==> src/rtl/gcpr_ram.sv <==
// Generic single-port RAM with registered read data (read before write).
// No dependencies.
module gcpr_ram #(
  parameter int WIDTH = 8,
  parameter int DEPTH = 16
) (
  input  logic                     clk,
  input  logic                     we,
  input  logic [$clog2(DEPTH)-1:0] addr,
  input  logic [WIDTH-1:0]         wdata,
  output logic [WIDTH-1:0]         rdata
);

  logic [WIDTH-1:0] mem [DEPTH];

  always_ff @(posedge clk) begin
    if (we) begin
      mem[addr] <= wdata;
    end
    rdata <= mem[addr];
  end

endmodule

==> config.mk <==
export PLATFORM = sky130hd
export DESIGN_NAME = gcpr_ram
export DESIGN_NICKNAME = d
export VERILOG_FILES = /design/src/rtl/gcpr_ram.sv
export SDC_FILE = /design/constraint.sdc
export NUM_CORES = 1
export LEC_CHECK = 0
export BUFFER_PORTS_ARGS = -buffer_cell sky130_fd_sc_hd__buf_2
export CORE_MARGIN = 10
export CORE_UTILIZATION = 60
export DETAILED_ROUTE_END_ITERATION = 8
export GPL_TIMING_DRIVEN = 0
export PLACE_DENSITY_LB_ADDON = 0.1
export SLEW_MARGIN = 20
export SYNTH_ARGS = -nofsm -noshare
export SYNTH_HDL_FRONTEND = slang
export SYNTH_SLANG_ARGS = --single-unit
==> constraint.sdc <==
create_clock -name clk -period 2.4 [get_ports clk]
set_clock_uncertainty 0.15 [all_clocks]
set_input_delay 0.48 -clock clk [delete_from_list [all_inputs] [get_ports clk]]
set_output_delay 0.48 -clock clk [all_outputs]
set_load 0.03 [all_outputs]
; Word level (Yosys, flattened, before mapping)
; Memories as Yosys holds them, arrays and structs flattened. A register that Yosys moved wholly into a read port is not among the register bits.
; Cells that the tools add are included.
[word_totals]
register_bits = 0
ramBits = 128
inputBits = 14
output_inout_bits = 8
elab_cells = 3
n_memories = 1
[memory_table]
columns = memory, words, width, read_ports, rd_ports_with_merged_regs, wr, line
row1 = mem, 16, 8, 1, 1, 1, 14  ; logic [WIDTH-1:0] mem [DEPTH];
[classes]
mux = 2
[op_table]
columns = cell, n
row1 = 1-bit 2-to-1 mux, 2

; Depth between registers and ports, before layout
[depth]
ltp_word = 2
depth_mapped = 5
mapped_depth_nobuf = 3

; Worst setup path before layout
; OpenSTA, ideal clock, no wires.
[synth_timing]
kind = input to register
startpoint = input port addr[2]
endpoint = memory mem[0][0], enable pin
setup_time_ps = 383
arrival_ps = 1590
required_time_ps = 1867
path_slack_ps = 277
cell_stages = 2
n_path_buf = 0
cell_sequence = or3b_2 -> nor3_1
[synth_rtl]
columns = element, line
row1 = "start, declared", 9  ; input logic [$clog2(DEPTH)-1:0] addr,
row2 = "end, declared", 14
; Straight into the memory's write port.

; Worst setup path in the final report
[layout_timing]
startpoint = input port addr[1]
endpoint = memory mem[3][3], enable pin
; Straight into the memory's write port.

==> metrics <==
outcome=completed; Reg area=roughly 4000 µm²; Reg2Reg Depth=3; Via density=6.207; Overflow after GRT=0; Seq/Total Area, Yosys=79.01%; syn avg cell area=about 22 µm²; Top Family by Delay on Critical Path=simple AND/OR/NAND/NOR gates; Initial Util=61.67%; Pre-Repair DR Iteration Count=4; TritonCTS Buffers=17; post-synth top area cell=edfxtp_1; Worst Setup End Kind=flip-flop; Slew @ Worst Pin=817.7 ps; Buf+Inv Stages, Crit Path=2; Detail Route Antenna Nets=0; Slew headroom=45.29%; Max VDD drop=0.0005055 V; # diodes=0; Die Y=111.9 µm; top-count cell post-synth=edfxtp_1; Syn Nets=244; path type of the worst setup path=input pin to flip-flop; # hold bufs at CTS=0; # Post-CTS Setup Buffers=0; Final Max Slew Viols=0; final WL=9807 µm; placed inst area=~5300 µm²; Placement Setup Slack=-351.9 ps; Max Root-Sink Buffers=2; TritonCTS clock tree=built; asr flop ratio synth=0%; DR iter-0 viols=179; first-pass GRT wire length=about 15,000 µm; area share of the largest cell type after synthesis=75.85%; DP HPWL=6034 µm; RSZ-0062 raised after global routing=no; CTS root buffer=clkbuf_8; total track usage=16.39%; Final #Nets=approximately 280; Yosys cell types=18; PnR worst setup slack=180.2 ps; Core Area=approximately 8200 µm²; Port Buffers=19; cell breakdown of the critical path=buf_2 -> buf_1 -> nand2_1 -> nor2_1; Worst Hold End=mem[7][2]$_DFFE_PP_; hold_ws=217.7 ps; # DRC=0; Area growth syn-to-layout=16.02%; vias in the first global route=2,523; Post-synth EDFFs=128; final core utilization=between 70% and 80%; largest net degree at the start of global routing=17; clock tree sinks=around 140; PostCTS Resize Cnt=0; Final Wtd Congestion=0.7615; Die Wd=111.9 µm; final hold violation count=0; slowest stage delay, CP=690 ps; Arr. time, crit path=about 2200 ps; Finished Cell Area=5879 µm²; Final setup viols=0; initial antenna violation count=0; Commonest cells post-synth=128 x edfxtp_1, 32 x mux4_2, 16 x a22oi_1; reg2reg end=rdata[3]$_DFF_P_; CTS H-tree depth=4; area of the multi-input gates=slightly above 1000 µm²; Clk Latency, worst-skew pair=510 ps; crit share post-route=92.49%; Filler cells=480; Yosys warnings=0; CP required=2390 ps; fin crit period=2220 ps; MaxCap Viol Count=0; Yosys reg bits=136; Worst Setup Start Kind=input pin; hold path depth=1; share of cells above drive strength 1=between 30% and 40%; critical path's slowest cell=nor2_1; wire length per cell=25.41 µm; Die ar.=roughly 13,000 µm²; netlist area before placement=approximately 5000 µm²; Leak=0.001922 µW; clk slew on worst S/H paths=60 ps; worst r2r src=mem[8][3]$_DFFE_PP_; Syn Inst Count=230; Main synth FF type=edfxtp_1; worst hold path startpoint=wdata[2]; # rows=33; via count=2,396; I/O pin total=22; Setup Total Neg Slack=0 ps; hold crit path type=input pin to flip-flop; CP max FO=10; Pwr Density=920.1 nW/µm²; top cells by area, synth=edfxtp_1 76%, mux4_2 14%, dfxtp_1 3.2%, a22oi_1 2.4%, nor2_1 0.96%; reg2reg setup slack=830 ps; Max Fclk=450.5 MHz
==> worst max path at each step <==
stage	start	to	slack [ps]	depth (start not counted)
after CTS	addr[1]	mem[2][7]$_DFFE_PP_	200	4
after detailed placement	addr[1]	mem[2][0]$_DFFE_PP_	-350	4
after global routing	addr[1]	mem[2][4]$_DFFE_PP_	30	4
final	addr[1]	mem[3][3]$_DFFE_PP_	180	4
after floorplan	addr[2]	mem[0][0]$_DFFE_PP_	280	2
after global placement	addr[2]	mem[0][7]$_DFFE_PP_	-250	3
==> layout make-up <==
| type | count | area share, % |
|---|---|---|
| Buffer | 11 | 1.021 |
| Timing Repair Buffer | 19 | 1.617 |
| Clock inverter | 14 | 2.511 |
| Clock buffer | 18 | 7.108 |
| Sequential cell | 136 | 68.10 |
| Tap cell | 105 | 2.235 |
| Multi-Input combinational cell | 83 | 17.41 |
==> cell usage in the layout, fill, tap and decap left out, drive strengths merged <==
cell type	Yosys	routed
nand3b	2	2
dfxtp	8	8
and2	1	1
clkinvlp	0	2
edfxtp	128	128
nor2	13	13
inv	0	4
clkinv	0	6
nand2b	2	2
nand3	1	1
nor2b	2	2
mux4	32	32
nor3	4	4
a22oi	16	16
buf	8	27
or3b	1	1
nand2	9	9
clkbuf	3	21
bufinv	0	2
==> power breakdown <==
group / total [µW] / switching (µW) / internal [µW]
sequential: 2670 / 13.2 / 2660
combinational: 282 / 181 / 101
clock: 2460 / 975 / 1480
==> sequential cells by signal (all words and copies together) (netlist names) <==
name,flops
mem,128
rdata,8
==> per-stage QoR <==
| stage | power, µW | std cells |
|---|---|---|
| 4_1_cts | 5441 | 386 |
| 6_report | 5410 | 386 |
| 2_1_floorplan | 2885 | 230 |
| 3_3_place_gp | 2988 | 354 |
| 3_5_place_dp | 3000 | 354 |
| 5_1_grt | 5582 | 386 |
==> kinds of logic (layout without fill, tap and decap cells) <==
| logic type | count (synthesis) | in the layout | share of synthesized area [%] |
|---|---|---|---|
| and+or+nand+nor | 35 | 35 | 3.210 |
| DFF | 136 | 136 | 79.01 |
| muxes | 32 | 32 | 14.22 |
| buffers and inverters | 11 | 62 | 1.185 |
| AOI/OAI and AO/OA | 16 | 16 | 2.370 |
==> layer usage <==
metal	vias to the layer above	GRT usage, %	wire, µm
met3	22	4.240	789
met1	1230	21.00	3881
met4	0	8.655	247
met5	-	0	0
li1	1038	-	-
met2	106	25.21	4888
(Power assumes the default switching activity.)
